--- src/hdl/smfx_pkg.sv ---
// Package for the sign-magnitude fixed-point ALU: operation and status codes,
// default format constants and the transaction structs. Depends on nothing.
package smfx_pkg;

	localparam int DefIntBits  = 32;
	localparam int DefFracBits = 32;
	localparam int MagW        = 64;
	// Quotient bits retired per divider stage; sets the divider's depth.
	localparam int DivStep     = 8;

	typedef enum logic [2:0] {
		OP_ADD   = 3'd0,
		OP_SUB   = 3'd1,
		OP_MUL   = 3'd2,
		OP_DIV   = 3'd3,
		OP_SHR   = 3'd4,
		OP_FLOOR = 3'd5,
		OP_CEIL  = 3'd6,
		OP_NONE  = 3'd7
	} op_t;

	typedef enum logic [1:0] {
		ST_OK   = 2'd0,
		ST_OVF  = 2'd1,
		ST_DIV0 = 2'd2,
		ST_RSVD = 2'd3
	} status_t;

	typedef struct packed {
		logic [2:0]      opcode;
		logic            a_sign;
		logic [MagW-1:0] a_mag;
		logic            b_sign;
		logic [MagW-1:0] b_mag;
		logic [6:0]      shift_k;
	} in_item_t;

	typedef struct packed {
		logic            r_sign;
		logic [MagW-1:0] r_mag;
		logic [1:0]      status;
	} out_item_t;

	// Classified operation handed from the front end to the back end.
	typedef struct packed {
		op_t             op;
		logic            a_sign;
		logic [MagW-1:0] a_mag;
		logic            b_sign;
		logic [MagW-1:0] b_mag;
		logic [6:0]      shift_k;
		logic            a_zero;
		logic            b_zero;
	} task_t;

endpackage

--- src/hdl/smfx_front.sv ---
// Front end of the sign-magnitude ALU: masks operands to the format width,
// cleans negative zeros and decodes the operation. Uses smfx_pkg.
module smfx_front import smfx_pkg::*; #(
	parameter int INT_BITS  = DefIntBits,
	parameter int FRAC_BITS = DefFracBits
) (
	input  in_item_t item,
	output task_t    tsk
);
	localparam int TotBits = (INT_BITS + FRAC_BITS > MagW) ? MagW : INT_BITS + FRAC_BITS;
	localparam logic [MagW-1:0] MagMask = {MagW{1'b1}} >> (MagW - TotBits);

	logic [MagW-1:0] am, bm;

	always_comb begin
		am = item.a_mag & MagMask;
		bm = item.b_mag & MagMask;
		tsk.op      = op_t'(item.opcode);
		tsk.a_mag   = am;
		tsk.b_mag   = bm;
		tsk.a_zero  = (am == '0);
		tsk.b_zero  = (bm == '0);
		tsk.a_sign  = item.a_sign & (am != '0);
		tsk.b_sign  = item.b_sign & (bm != '0);
		tsk.shift_k = item.shift_k;
	end
endmodule

--- config.mk ---
export PLATFORM = sky130hd
export DESIGN_NAME = smfx_front
export DESIGN_NICKNAME = d
export VERILOG_FILES = /design/src/hdl/smfx_pkg.sv /design/src/hdl/smfx_front.sv
export SDC_FILE = /design/constraint.sdc
export NUM_CORES = 1
export LEC_CHECK = 0
export BUFFER_PORTS_ARGS = -buffer_cell sky130_fd_sc_hd__buf_2
export CAP_MARGIN = 5
export CORE_AREA = 4 4 107 109
export DETAILED_ROUTE_END_ITERATION = 6
export DIE_AREA = 0 0 111 113
export PLACE_DENSITY = 0.5
export SLEW_MARGIN = 20
export SYNTH_ARGS = -nofsm -noshare
export SYNTH_HDL_FRONTEND = slang
export SYNTH_SLANG_ARGS = --single-unit
--- constraint.sdc ---
create_clock -name vclk -period 1.3
set_input_delay 0.325 -clock vclk [all_inputs]
set_output_delay 0.325 -clock vclk [all_outputs]
set_load 0.05 [all_outputs]
Word-level counts from Yosys, hierarchy flattened
Cells that the tools add are included.

word-level totals
  output and inout port bits = 142
  word-level logic and storage cells = 6
  bits of input ports = 140
  ROM bits = 0
  register bits = 0
  bits in latches = 0
  memories kept = 0
  RAM bits = 0

cells by class
  bitwise logic cells = 2
  multipliers = 0
  muxes and demuxes = 0
  eq/ne operators = 0
  $lt $le $gt $ge = 0
  reduce and logical (&&, ||, !) cells = 4
  div/mod/pow operators = 0
  shift-type cells = 0
  $add $sub $neg = 0

operator list
  kind                 number
  zero test 64 bit     2
  nonzero test 64 bit  2
  AND 1 bit            2

Logic depth before layout (Yosys ltp)
  depth after elaboration = 2
  gate-level depth with buffers = 4

Worst setup path before layout
Ideal clock, no wire load.

  kind = input-to-output
  from = in item[105] (netlist name)
  to = out tsk[138] (netlist name)
  arrival = 2241 ps
  path buffers = 0
  setup slack = -1266 ps
  stages on the path = 4
  path through = nor4_1 > nand4_1 > nor4_2 > nor2b_1

RTL lines
  item             line             text
  start, declared  smfx_front.sv:7  input in_item_t item,
  end, declared    smfx_front.sv:8  output task_t tsk

==> flow_summary_export.csv <==
group,metric,value,unit
floorplanning,num_io_pins,282,
setup_path,worstSetupStartpointType,"input pin",
sta,slew_violations,0,
floorplanning,start_util,12.5,%
layout,diodes,0,
placed_design,portBuffers,262,
grt,grt_pass1_wl,10.7,mm
floorplanning,die_h,113,um
power,ir_drop,338,uV
routing,topRoutingLayerUsed,"met3",
power,power.density,571,nW/um^2
sta,setup_ws,-556,ps
grt,grt_overflow,0,
setup_path,crit_top_cell,"nor4_4",
layout,finalNetCount,510,
sta,hold_viol,0,
placed_design,gp_congestion,0.928,
layout,layout-drive-gt1-share,95.1,%
sta,period_share,143,%
routing,dr.pass1.iters,4,
floorplanning,die_w,111,um
synth,synth-compound-area-share,0,%
synth,synth_fp_nets,322,
setup_path,required,980,ps
setup_path,crit_path_max_incr_delay,420,ps
setup_path,cp-endpoint,"tsk[138]",
synth,synthAdderAreaFrac,0,%
worst_hold_path,hold_class,"input pin to output pin",
synth,synth_xor_xnor_area_share,0,%
synth,synth_mux_area_share,0,%
synth,seq_area_frac_synth,0,%
setup_path,crit_type,"input pin to output pin",
floorplanning,dieArea,12500,um^2
sta,max-slew-margin-rel,78.5,%
layout,clock_buffers,0,
routing,drtIter0Drc,50,
routing,routedLengthMet1,3.74,mm
routing,antenna_left,0,
sta,post-route-min-period,1860,ps
synth,yosys-top-cells-count,"buf_4 (138), nor4_1 (32), nand4_1 (8)",
sta,fmax,539,MHz
synth,synth_top_cell_area_share,78.3,%
layout,final_cells,508,
synth,synth_cell_types,5,
placed_design,dpl.cell_count,508,
synth,syn_avg_cell_area,7.27,um^2
setup_path,critPathCaptureType,"output pin",
grt,grt_antenna_before_repair,0,
synth,syn_area,1320,um^2
setup_path,path_max_fanout,2,
clock_tree,cts_setup_buffers,0,
power,p_leak,1.48,nW
job,drv_cap,0,
routing,drc_errors,0,
setup_path,crit_path_top_delay_cell,"nor4_4",
routing,wirelength,7.86,mm
layout,flops_and_latches,0,
power,total_power,1.53,mW
routing,routedWlPerCell,15.5,um
layout,final-seq-area,0,um^2
clock_tree,cts_hold_buf,0,
routing,dr_wl_met3,336,um
sta,rsz0062_at_grt,"true",
layout,fill_cells,1197,
grt,grt_pass1_vias,1777,
layout,area_delta_synth_final,103,%
synth,netlist_instances,182,
synth,yosysMostFrequentCell,"buf_4",
synth,yosysTopAreaCell,"buf_4",
routing,num_vias,1781,
setup_path,cp_cell_sequence,"buf_2 -> nor4_4 -> nand4_1 -> nor4_4 -> nor2b_4 -> buf_6",
setup_path,startpoint,"item[127]",
grt,groute.usage.overall,10.3,%
grt,grt_max_degree,3,
placed_design,dp_hpwl,7.25,mm
synth,synthSimpleGateAreaFrac,21.7,%
run_status,status,"finished, violations left",
setup_path,cp.arrival,1530,ps
sta,worst_pin_slew,320,ps
floorplanning,row_count,38,
run_status,violations,"negative setup slack",
routing,avgViaCountPerCell,3.51,
synth,synth_area_leaders,"buf_4 (78%), nor4_1 (15%), nand4_1 (3.8%)",
synth,synth_top_family_by_area,"buffers and inverters",
routing,routed-wl-met2,3.79,mm
sta,setup_viol,4,
synth,yosysWarnings,0,
floorplanning,core,10600,um^2
-- layout make-up --
class	instances	area, um^2	area share, %
repair buffers	324	1930	72.1
multi-input cells	44	572	21.3
well taps	140	175	6.53
-- worst min path at each step --
stage                   start       end  cells after the start
finish                item[2]    tsk[4]                      0
global route          item[2]    tsk[4]                      0
CTS                 item[139]  tsk[141]                      0
detailed placement  item[139]  tsk[141]                      0
global placement    item[139]  tsk[141]                      0
floorplan           item[136]  tsk[138]                      1
-- placed cells by master (no fill, tap or decap), drive strengths merged --
cell type and count:
nor2b 2, nand4 8, nor4 34, buf 324
-- metrics by stage --
step                      setup WS, ps  instance area, um^2  utilization [%]  hold slack [ps]  TNS, ps
after CTS                         -626                 2460             23.2              650    -2380
after global placement            -771                 2370             22.4              650    -2820
after floorplan                   -724                 1460                -              807    -2490
after detailed placement          -717                 2370             22.4              650    -2710
after global routing              -675                 2680             25.3              650    -2490
final                             -556                 2680             25.3              650    -2200
-- what timing repair did --
item	4_1_cts	5_1_grt
pin swaps	6	14
gates resized for setup	21	47
setup endpoints to repair	4	4
gates cloned	0	0
-- logic make-up (layout without fill, tap and decap cells) --
kind of cell	after synthesis	in the layout
buffers and inverters	138	324
and+or+nand+nor	44	44
-- where the power goes --
group,total (mW),internal (mW),switching (mW)
registers,0,0,0
clock network,0,0,0
logic,1.53,0.468,1.06
-- routing by layer --
layer / up-vias / global-route usage [%]
met2: 56 / 15.0
met3: 0 / 1.55
met1: 850 / 16.8
li1: 875 / -
met4: 0 / 0.0821
met5: - / 0
-- critical path, delay by kind of cell --
kind / cells / cell delay (ps)
buffers and inverters: 2 / 280
and+or+nand+nor: 4 / 940
No activity file was read; power rests on OpenSTA's default activity.
