File: config.mk
export PLATFORM = sky130hd
export DESIGN_NAME = smfx_fifo
export DESIGN_NICKNAME = d
export VERILOG_FILES = /design/src/hdl/smfx_pkg.sv /design/src/hdl/smfx_fifo.sv
export SDC_FILE = /design/constraint.sdc
export NUM_CORES = 1
export LEC_CHECK = 0
export BUFFER_PORTS_ARGS = -buffer_cell sky130_fd_sc_hd__buf_2
export CORE_UTILIZATION = 45
export DETAILED_ROUTE_END_ITERATION = 10
export GPL_TIMING_DRIVEN = 1
export HOLD_SLACK_MARGIN = 0.1
export PLACE_DENSITY = 0.74
export SLEW_MARGIN = 20
export SYNTH_ARGS = -nofsm -noshare
export SYNTH_HDL_FRONTEND = slang
export SYNTH_SLANG_ARGS = --single-unit
File: constraint.sdc
create_clock -name clk -period 15.6 [get_ports clk]
set_input_delay 2.34 -clock clk [delete_from_list [all_inputs] [get_ports clk]]
set_output_delay 2.34 -clock clk [all_outputs]
set_load 0.05 [all_outputs]
File: src/hdl/smfx_pkg.sv
// Package for the sign-magnitude fixed-point ALU: operation and status codes,
// default format constants and the transaction structs. Depends on nothing.
package smfx_pkg;

	localparam int DefIntBits  = 32;
	localparam int DefFracBits = 32;
	localparam int MagW        = 64;
	// Quotient bits retired per divider stage; sets the divider's depth.
	localparam int DivStep     = 8;

	typedef enum logic [2:0] {
		OP_ADD   = 3'd0,
		OP_SUB   = 3'd1,
		OP_MUL   = 3'd2,
		OP_DIV   = 3'd3,
		OP_SHR   = 3'd4,
		OP_FLOOR = 3'd5,
		OP_CEIL  = 3'd6,
		OP_NONE  = 3'd7
	} op_t;

	typedef enum logic [1:0] {
		ST_OK   = 2'd0,
		ST_OVF  = 2'd1,
		ST_DIV0 = 2'd2,
		ST_RSVD = 2'd3
	} status_t;

	typedef struct packed {
		logic [2:0]      opcode;
		logic            a_sign;
		logic [MagW-1:0] a_mag;
		logic            b_sign;
		logic [MagW-1:0] b_mag;
		logic [6:0]      shift_k;
	} in_item_t;

	typedef struct packed {
		logic            r_sign;
		logic [MagW-1:0] r_mag;
		logic [1:0]      status;
	} out_item_t;

	// Classified operation handed from the front end to the back end.
	typedef struct packed {
		op_t             op;
		logic            a_sign;
		logic [MagW-1:0] a_mag;
		logic            b_sign;
		logic [MagW-1:0] b_mag;
		logic [6:0]      shift_k;
		logic            a_zero;
		logic            b_zero;
	} task_t;

endpackage

File: src/hdl/smfx_fifo.sv
// Small two-entry queue of classified tasks between the front and back ends.
// Uses smfx_pkg.
module smfx_fifo import smfx_pkg::*; (
	input  logic  clk,
	input  logic  arst_n,
	input  logic  wr,
	input  task_t wdata,
	output logic  full,
	input  logic  rd,
	output logic  vld,
	output task_t rdata
);
	task_t mem_q [2];
	logic  wp_q, rp_q;
	logic [1:0] cnt_q;

	assign full  = cnt_q[1];
	assign vld   = (cnt_q != 2'd0);
	assign rdata = mem_q[rp_q];

	always_ff @(posedge clk) begin
		if (wr && !full) begin
			mem_q[wp_q] <= wdata;
		end
	end

	always_ff @(posedge clk or negedge arst_n) begin
		if (!arst_n) begin
			wp_q  <= 1'b0;
			rp_q  <= 1'b0;
			cnt_q <= 2'd0;
		end else begin
			if (wr && !full) wp_q <= ~wp_q;
			if (rd && vld) rp_q <= ~rp_q;
			cnt_q <= cnt_q + {1'b0, wr && !full} - {1'b0, rd && vld};
		end
	end
endmodule

After elaboration in Yosys (flattened, before gate mapping)
Memories as Yosys holds them, arrays and structs flattened.
Index checks and enable logic that the tools add are counted.
Storage, ports and cells
  memories: 1
  bits in registers: 4
  memory bits (writable): 284
Memory list
  mem_q: depth 2, bits a word 142, read ports 1, clocked after Yosys merged registers in 0, wr ports 1, RTL line smfx_fifo.sv:13  | task_t mem_q [2];
Cells by class
  muxes and demuxes: 2
  bitwise logic cells: 2
  add/sub/neg operators: 2
  reductions and logical operators: 4
Operator list (number)
  adder 2 x 1 -> 2 bit: 1
  logical AND 1 bit: 2
  2-to-1 mux 1 bit: 2
  NOT 1 bit: 2
  nonzero test 2 bit: 1
  subtractor 2 x 1 -> 2 bit: 1
  zero test 1 bit: 1

Logic depth before layout (Yosys ltp)
Gate-level depths: netlist (run 1).
  depth after elaboration: 4
  mapped depth: 5
  depth with buffers taken out: 5

Least setup slack after synthesis (run 1)
No wires, ideal clock.
  path type: input to register
  start point: in wr
  end point: mem mem_q[0][0] in the netlist's numbering, enable pin
  library setup time: 0.645 ns
  path slack: 6.602 ns
  arrival: 8.353 ns
  stages: 2
  cells stage by stage: nand2b_1 nor2_1
On the way
  longest elaborated chain between the ends: 3
RTL lines
  start: declaration: RTL line smfx_fifo.sv:6  | input logic wr,
  logical AND 1 bit: RTL line smfx_fifo.sv:22  | if (wr && !full) begin
  2-to-1 mux 1 bit: RTL line smfx_fifo.sv:22
  2-to-1 mux 1 bit (not written as such): RTL line smfx_fifo.sv:23  | mem_q[wp_q] <= wdata;
  end: declaration: RTL line smfx_fifo.sv:13
Every way passes these cells.

==> impl_results.md, run 1 <==
- # setup viols final: 0
- Vias in the first global route: between 5000 and 6000
- Max cap viols: 0
- Mux cell area share after synthesis: 0.174
- Worst r2r src: cnt_q[1]
- Synthesis-stage register bit count: 288
- Largest net degree at the start of global routing: 81
- Fmax achieved: 0.167 GHz
- Remaining DRCs: 0
- Outcome: finished, final reports clean
- Syn Inst Count: 462
- Top post-synthesis cells by area: edfxtp_1, mux2_4, mux2_2, buf_6, dfrtp_1
- Worst setup margin: 9.60 ns
- Final Cycle Share: 0.385
- Fraction of layout cells with a size suffix above 1: 0.605
- Worst-case clock buffer depth: 3
- Area of the multi-input gates: slightly below 0.002 sq mm
- CTS root buf: clkbuf_16
- Worst path required time: 13.26 ns
- Fill count: 1826
- Post-Synth Adder-Cell Area: 0.00117
- Initial antenna violation count: 5
- CP startpoint kind: flip-flop
- Crit path DAT: 3.66 ns
- Worst Hold Class: flip-flop to flip-flop
- Ys flop type: edfxtp_1
- Slew headroom: 0.385
- Top fanout value on the critical path: 54
- Postcts setup bufs: 0
- Synth cell count leaders: edfxtp_1, mux2_2, mux2_4
- Synth top area share: 0.795
- Port Buffers: 289
- Min-delay src: wp_q
- Compound-Gate Fraction of Synth Area: 0.00198
- Combinational share of power: 0.403
- Synth Area per Inst: approximately 23 sq um
- Setup TNS: 0 ns
- Net Count, Synth: just over 600
- Setup crit start: rp_q
- Starting Density: 0.458
- Psw: 0.00117 W
- Ys async rst share: 0.0139
- Power Internal: 0.00181 W
- Io pins: 290
- Minimum clock period: 6.00 ns
- Fin. max-slew vios: 0
- DP Worst Slack: between 10 and 15 ns
- Hold buffer count at cts: 0
- Netlist cell types: 17
- Nets: 919
- Worst Tran Pin Value: 0.922 ns
- Clock Sinks: 288
- Global route overflow: 0
- Crit. End Element: output port
- Most common cell in the synthesized netlist: edfxtp_1
- Clk pwr share: 0.232
- Die H: 156 um
- Switching share of total power: 0.393
- EDFF count, synth: ~280
- Die area: about 0.024 sq mm
- Area grow syn2layout: 25.6%
- First-pass GRT wire length: 28600 um
- Seq/Total Area, Yosys: 0.804
- Worst Skew: a little over 0.02 ns
- Final hold violations: 0
- Placer Congestion: 0.769
- Number of synthesis warnings: 0
- DIE WIDTH: 156 um
- Seq. cell area: roughly 0.0086 sq mm
- Routed via count: between 5000 and 6000
- CTS tree: done
- DR pass1 iterations: 4
- Reg power frac: 0.366
- Netlist Area Pre-Place: 0.0107 sq mm
- Cts bufs inserted: 29
- Antenna-violating nets left: 0
- Post-CTS sizing: 0
- PD cells: 221 mW/mm^2
- WS Path Type: flip-flop to output port
- HPWL after DPL: around 13000 um
- CORE AREA: approximately 0.023 sq mm
- FP Rows: 56
- GRT Total Usage: 0.154
- Initial drt markers: 287
- Worst vdd ir: 0.151 mV
- H-tree depth: 1
- Routed wire length: 19600 um
- Simple-gate share of the synthesized area: 0.00350
- LEAKAGE: 5.22 nW
- Synth Area in XOR/XNOR: 0.00245
- Worst skew pair latency: 0.54 ns
- Vias per cell: 4.76
- RSZ-0062 raised after global routing: no
- Worst-path clk slew: about 0.060 ns
- Drt wl/cell: 17.6 um
- Leading area contributor after synthesis: edfxtp_1
- Largest family of logic cells by synthesized area: multiplexers
[flip-flops by register name, summed over array words and instances (netlist names)]
register  count
cnt_q         2
mem_q       284
wp_q          1
rp_q          1
[metal layers]
metal / GRT usage / vias up / share of wire
met2: 0.263 / 208 / 0.49
met1: 0.180 / 2596 / 0.39
met3: 0.0515 / 47 / 0.084
met4: 0.0588 / 2 / 0.034
met5: 0 / - / 0.00056
li1: - / 2467 / -
[area by class of cell]
class	count	area share
Clock buffer	39	0.0596
Timing Repair Buffer	295	0.111
Tap cell	319	0.0296
Clock inverter	13	0.0116
Multi-Input combinational cell	157	0.147
Inverter	1	0.000279
Antenna cell	5	0.000928
Sequential cell	288	0.641
[path summary, 6_finish.rpt]
path | endpoint | slack (ns) | cells past startpoint
max | rdata[46] | 9.60 | 4
min reg2reg | wp_q | 0.55 | 1
min | wp_q | 0.55 | 1
min in group asynchronous | cnt_q[1] | 1.60 | 1
max in group asynchronous | rp_q | 13.86 | 1
max reg2reg | mem_q[1][88] | 12.97 | 3
[metrics by stage]
step / hold slack (ns) / std cells / power (W) / util / cell area, sq um
2_1_floorplan: 0.468 / 462 / 0.00212 / - / 10700
3_3_place_gp: 0.533 / 1060 / 0.00231 / 0.534 / 12500
3_5_place_dp: 0.544 / 1060 / 0.00232 / 0.534 / 12500
4_1_cts: 0.558 / 1112 / 0.00302 / 0.575 / 13500
5_1_grt: 0.608 / 1113 / 0.00309 / 0.575 / 13500
6_report: 0.551 / 1117 / 0.00298 / 0.576 / 13500
[cells by family (layout without fill, tap and decap cells)]
kind of cell    after synthesis  after routing
simple gates                  8              8
xor+xnor                      3              3
fa+ha+maj                     1              1
flops                       288            288
other cells                   0              5
mux                         142            142
buf+inv                      17            348
compound gates                3              3
[critical path, cell delays in order (launching register included)]
cell and delay [ns]:
dfrtp_4 0.74, buf_4 0.79, buf_4 0.81, mux2_2 0.42
buf_2 0.21
[placed cells by master (no fill, tap or decap), types with 2 or more instances in the layout]
cell         n
buf_2      289
edfxtp_1   284
mux2_2      72
mux2_4      70
clkbuf_16   29
clkinv_1     7
clkbuf_1     6
diode_2      5
buf_4        5
clkbuf_8     4
bufinv_16    4
dfrtp_1      3
nand2b_1     2
nand2_1      2
nor2_4       2
xnor2_1      2
clkinv_2     2
[power by group through the flow]
stage / Clock (W) / Sequential, W / Combinational [W]
after floorplan: 0 / 0.00112 / 0.00100
after global placement: 0 / 0.00110 / 0.00121
after detailed placement: 0 / 0.00111 / 0.00121
after CTS: 0.000711 / 0.00109 / 0.00122
after global routing: 0.000736 / 0.00111 / 0.00125
final: 0.000690 / 0.00109 / 0.00120
Power figures use the tool's default switching activity.
==> run 2, diff against run 1 <==
--- a/config.mk
+++ b/config.mk
@@ -5,12 +5,13 @@
 export SDC_FILE = /design/constraint.sdc
 export NUM_CORES = 1
 export LEC_CHECK = 0
+export ABC_AREA = 1
 export BUFFER_PORTS_ARGS = -buffer_cell sky130_fd_sc_hd__buf_2
 export CORE_UTILIZATION = 45
 export DETAILED_ROUTE_END_ITERATION = 10
 export GPL_TIMING_DRIVEN = 1
 export HOLD_SLACK_MARGIN = 0.1
-export PLACE_DENSITY = 0.74
+export PLACE_DENSITY = 0.77
 export SLEW_MARGIN = 20
 export SYNTH_ARGS = -nofsm -noshare
 export SYNTH_HDL_FRONTEND = slang
==> constraint.sdc (replaced) <==
create_clock -name clk -period 5.3 [get_ports clk]
set_input_delay 0.795 -clock clk [delete_from_list [all_inputs] [get_ports clk]]
set_output_delay 0.795 -clock clk [all_outputs]
set_load 0.05 [all_outputs]
==> impl_results.md, run 2 <==
- Outcome: finished, final reports clean
- Cts bufs inserted: 29
- CORE AREA: 0.0228 sq mm
- Number of synthesis warnings: 0
- Placer Congestion: ~0.8
- Commonest non-fill, non-tap cell in the layout: nand2_1
- Worst r2r src: cnt_q[1]
- PD cells: 695 mW/mm^2
- Setup crit start: rp_q
- Crit path DAT: 2.77 ns
- Crit path cell chain: inv_4 -> buf_4 -> nand2_1 -> nand2_1 -> buf_2
- Initial drt markers: 392
- Io pins: 290
- Initial antenna violation count: 7
- Worst Hold Class: input port to flip-flop
- Final Cycle Share: 0.672
- LEAKAGE: 5.69 nW
- Ys async rst share: 0.0139
- CP max stage delay: approximately 0.75 ns
- RSZ-0062 raised after global routing: no
- Finished Core Util: 0.581
- Worst Skew: 0.0265 ns
- CP bufs+invs: 3
- Slowest-stage cell, CP: dfrtp_4
- H-tree depth: 1
- Drt wl/cell: approximately 16 um
- EDFF count, synth: 284
- Final instance area: 0.0133 sq mm
- Minimum clock period: approximately 3.6 ns
- Vias in the first global route: around 6700
- Die area: 0.0241 sq mm
- Fin. max-slew vios: 0
- CP startpoint kind: flip-flop
- Worst path required time: 4.51 ns
- Area grow syn2layout: 25.9%
- Leading area contributor after synthesis: edfxtp_1
- Seq/Total Area, Yosys: 0.818
- Largest net degree at the start of global routing: 84
- Routed wire length: 22100 um
- Die H: 155 um
- Clock Sinks: 288
- Worst skew pair latency: 0.54 ns
- Worst vdd ir: 0.455 mV
- DIE WIDTH: between 150 and 200 um
- Top Registers: mem_q x284, cnt_q x2
- Top fanout value on the critical path: between 60 and 70
- Netlist Area Pre-Place: approximately 0.011 sq mm
- Synth top area share: 0.808
- Starting Density: 0.462
- Crit. End Element: output port
- DR pass1 iterations: 6
- First-pass GRT wire length: 33500 um
- Max reg flops: 284
- Global route overflow: 0
- WS Path Type: flip-flop to output port
- Port Buffers: 289
- Final hold violations: 0
- GRT Total Usage: 0.178
- Remaining DRCs: 0
- Most frequent cells in the layout: nand2_1, buf_2, edfxtp_1, clkbuf_16
- FP Rows: 55
- Top Metal Used: met5
- Netlist cell types: 15
- Metal3 WL: 1360 um
- HPWL after DPL: 14100 um
- Area after DPL: 0.0123 sq mm
- WL met2: 11300 um
- Top post-synthesis cells by area: edfxtp_1, nand2_1, buf_2, buf_6, dfrtp_1
- Register name with the most flops: mem_q
- Antenna-violating nets left: 0
- Ys flop type: edfxtp_1
- DRT met1 WL: 8440 um
- Max cap viols: 0
- # setup viols final: 0
- Synthesis-stage register bit count: 288
- Nets: 1210
- Min-delay src: wdata[89]
- Synth cell count leaders: nand2_1, edfxtp_1, buf_2
- Fraction of layout cells with a size suffix above 1: 0.319
- Routed via count: 6634
- CTS root buf: clkbuf_16
- Net Count, Synth: 912
- Vias per cell: 4.73
- Slew headroom: 0.304
- Fmax achieved: 0.281 GHz
- Synth Area per Inst: 13.8 sq um
- Syn Inst Count: 765
- CTS tree: done
- Worst Tran Pin Value: approximately 1.0 ns
- Most common cell on crit path: nand2_1
- Finished Layout Cells: roughly 1400
- Largest delay contributor family on the critical path: buffers and inverters
- Most common cell in the synthesized netlist: nand2_1
- DP Cell Count: 1344
- Postcts setup bufs: 0
- Worst-path clk slew: 0.06 ns
- Worst-case clock buffer depth: 3
-- run 2: cell types whose count changed after synthesis, moves of 2 or more --
| cell | previous run | this run |
|---|---|---|
| buf_2 | 7 | 21 |
| inv_1 | 1 | 4 |
| xor2_1 | 1 | 3 |
| nand2b_1 | 2 | 0 |
| mux2_2 | 72 | 0 |
| nand2_1 | 2 | 431 |
| mux2_4 | 70 | 0 |
| xnor2_1 | 2 | 0 |
-- run 2: worst reg2reg max path: cells and delay by family (launching register included) --
family        cells  cell delay [ns]
simple gates      2             1.02
buf+inv           2             0.52
flops             1             0.42
-- run 2: final timing paths --
path | end | slack [ns] | depth (start not counted)
max | rdata[1] | 1.74 | 5
min | mem_q[1][89] | 0.44 | 1
max reg2reg | mem_q[0][38] | 2.83 | 4
min reg2reg | cnt_q[0] | 0.55 | 1
max in group asynchronous | rp_q | 4.59 | 2
min in group asynchronous | cnt_q[1] | 0.58 | 2
-- run 2: area by class of cell --
cell class	count	area, sq um
inverters	5	21.3
diodes	6	15.0
clock buffers	32	737
repair buffers	298	1530
multi-input cells	441	1700
flip-flops and latches	288	8630
clock inverters	20	251
fillers	1838	9570
well taps	313	392
-- run 2: what timing repair did --
action / in CTS / in global routing
hold buffers: 1 / 0
endpoints found under the hold margin: 4 / 0
resized for setup: 0 / 0
-- run 2: report_power, final --
| group | switching (W) | total, W | internal (W) |
|---|---|---|---|
| combinational | 0.00317 | 0.00389 | 0.000717 |
| sequential | 0.000192 | 0.00324 | 0.00305 |
| clock | 0.000808 | 0.00210 | 0.00129 |
| total | 0.00417 | 0.00922 | 0.00505 |
-- run 2: metrics by stage --
step | hold WS, ns | setup slack, ns | TNS (ns) | power [W]
5_1_grt | 0.423 | 1.54 | 0 | 0.00963
3_5_place_dp | 0.540 | 2.23 | 0 | 0.00721
4_1_cts | 0.413 | 1.65 | 0 | 0.00932
2_1_floorplan | 0.499 | -2.16 | -613.43 | 0.00639
3_3_place_gp | 0.542 | 2.24 | 0 | 0.00715
6_report | 0.438 | 1.74 | 0 | 0.00922
-- run 2: cells by family (layout without fill, tap and decap cells) --
family	after synthesis	after routing	share of synthesized area
other	0	6	0
XOR/XNOR	3	3	0.00249
AND/OR/NAND/NOR	436	436	0.156
adder cells (fa/ha/maj)	1	1	0.00119
flip-flops	288	288	0.818
buffers and inverters	36	355	0.0223
AO/OA/AOI/OAI	1	1	0.000474
-- run 2: layer usage --
| metal | track usage | vias up |
|---|---|---|
| li1 | - | 3185 |
| met2 | 0.313 | 237 |
| met4 | 0.0882 | 2 |
| met3 | 0.0345 | 70 |
| met1 | 0.210 | 3140 |
| met5 | 0 | - |
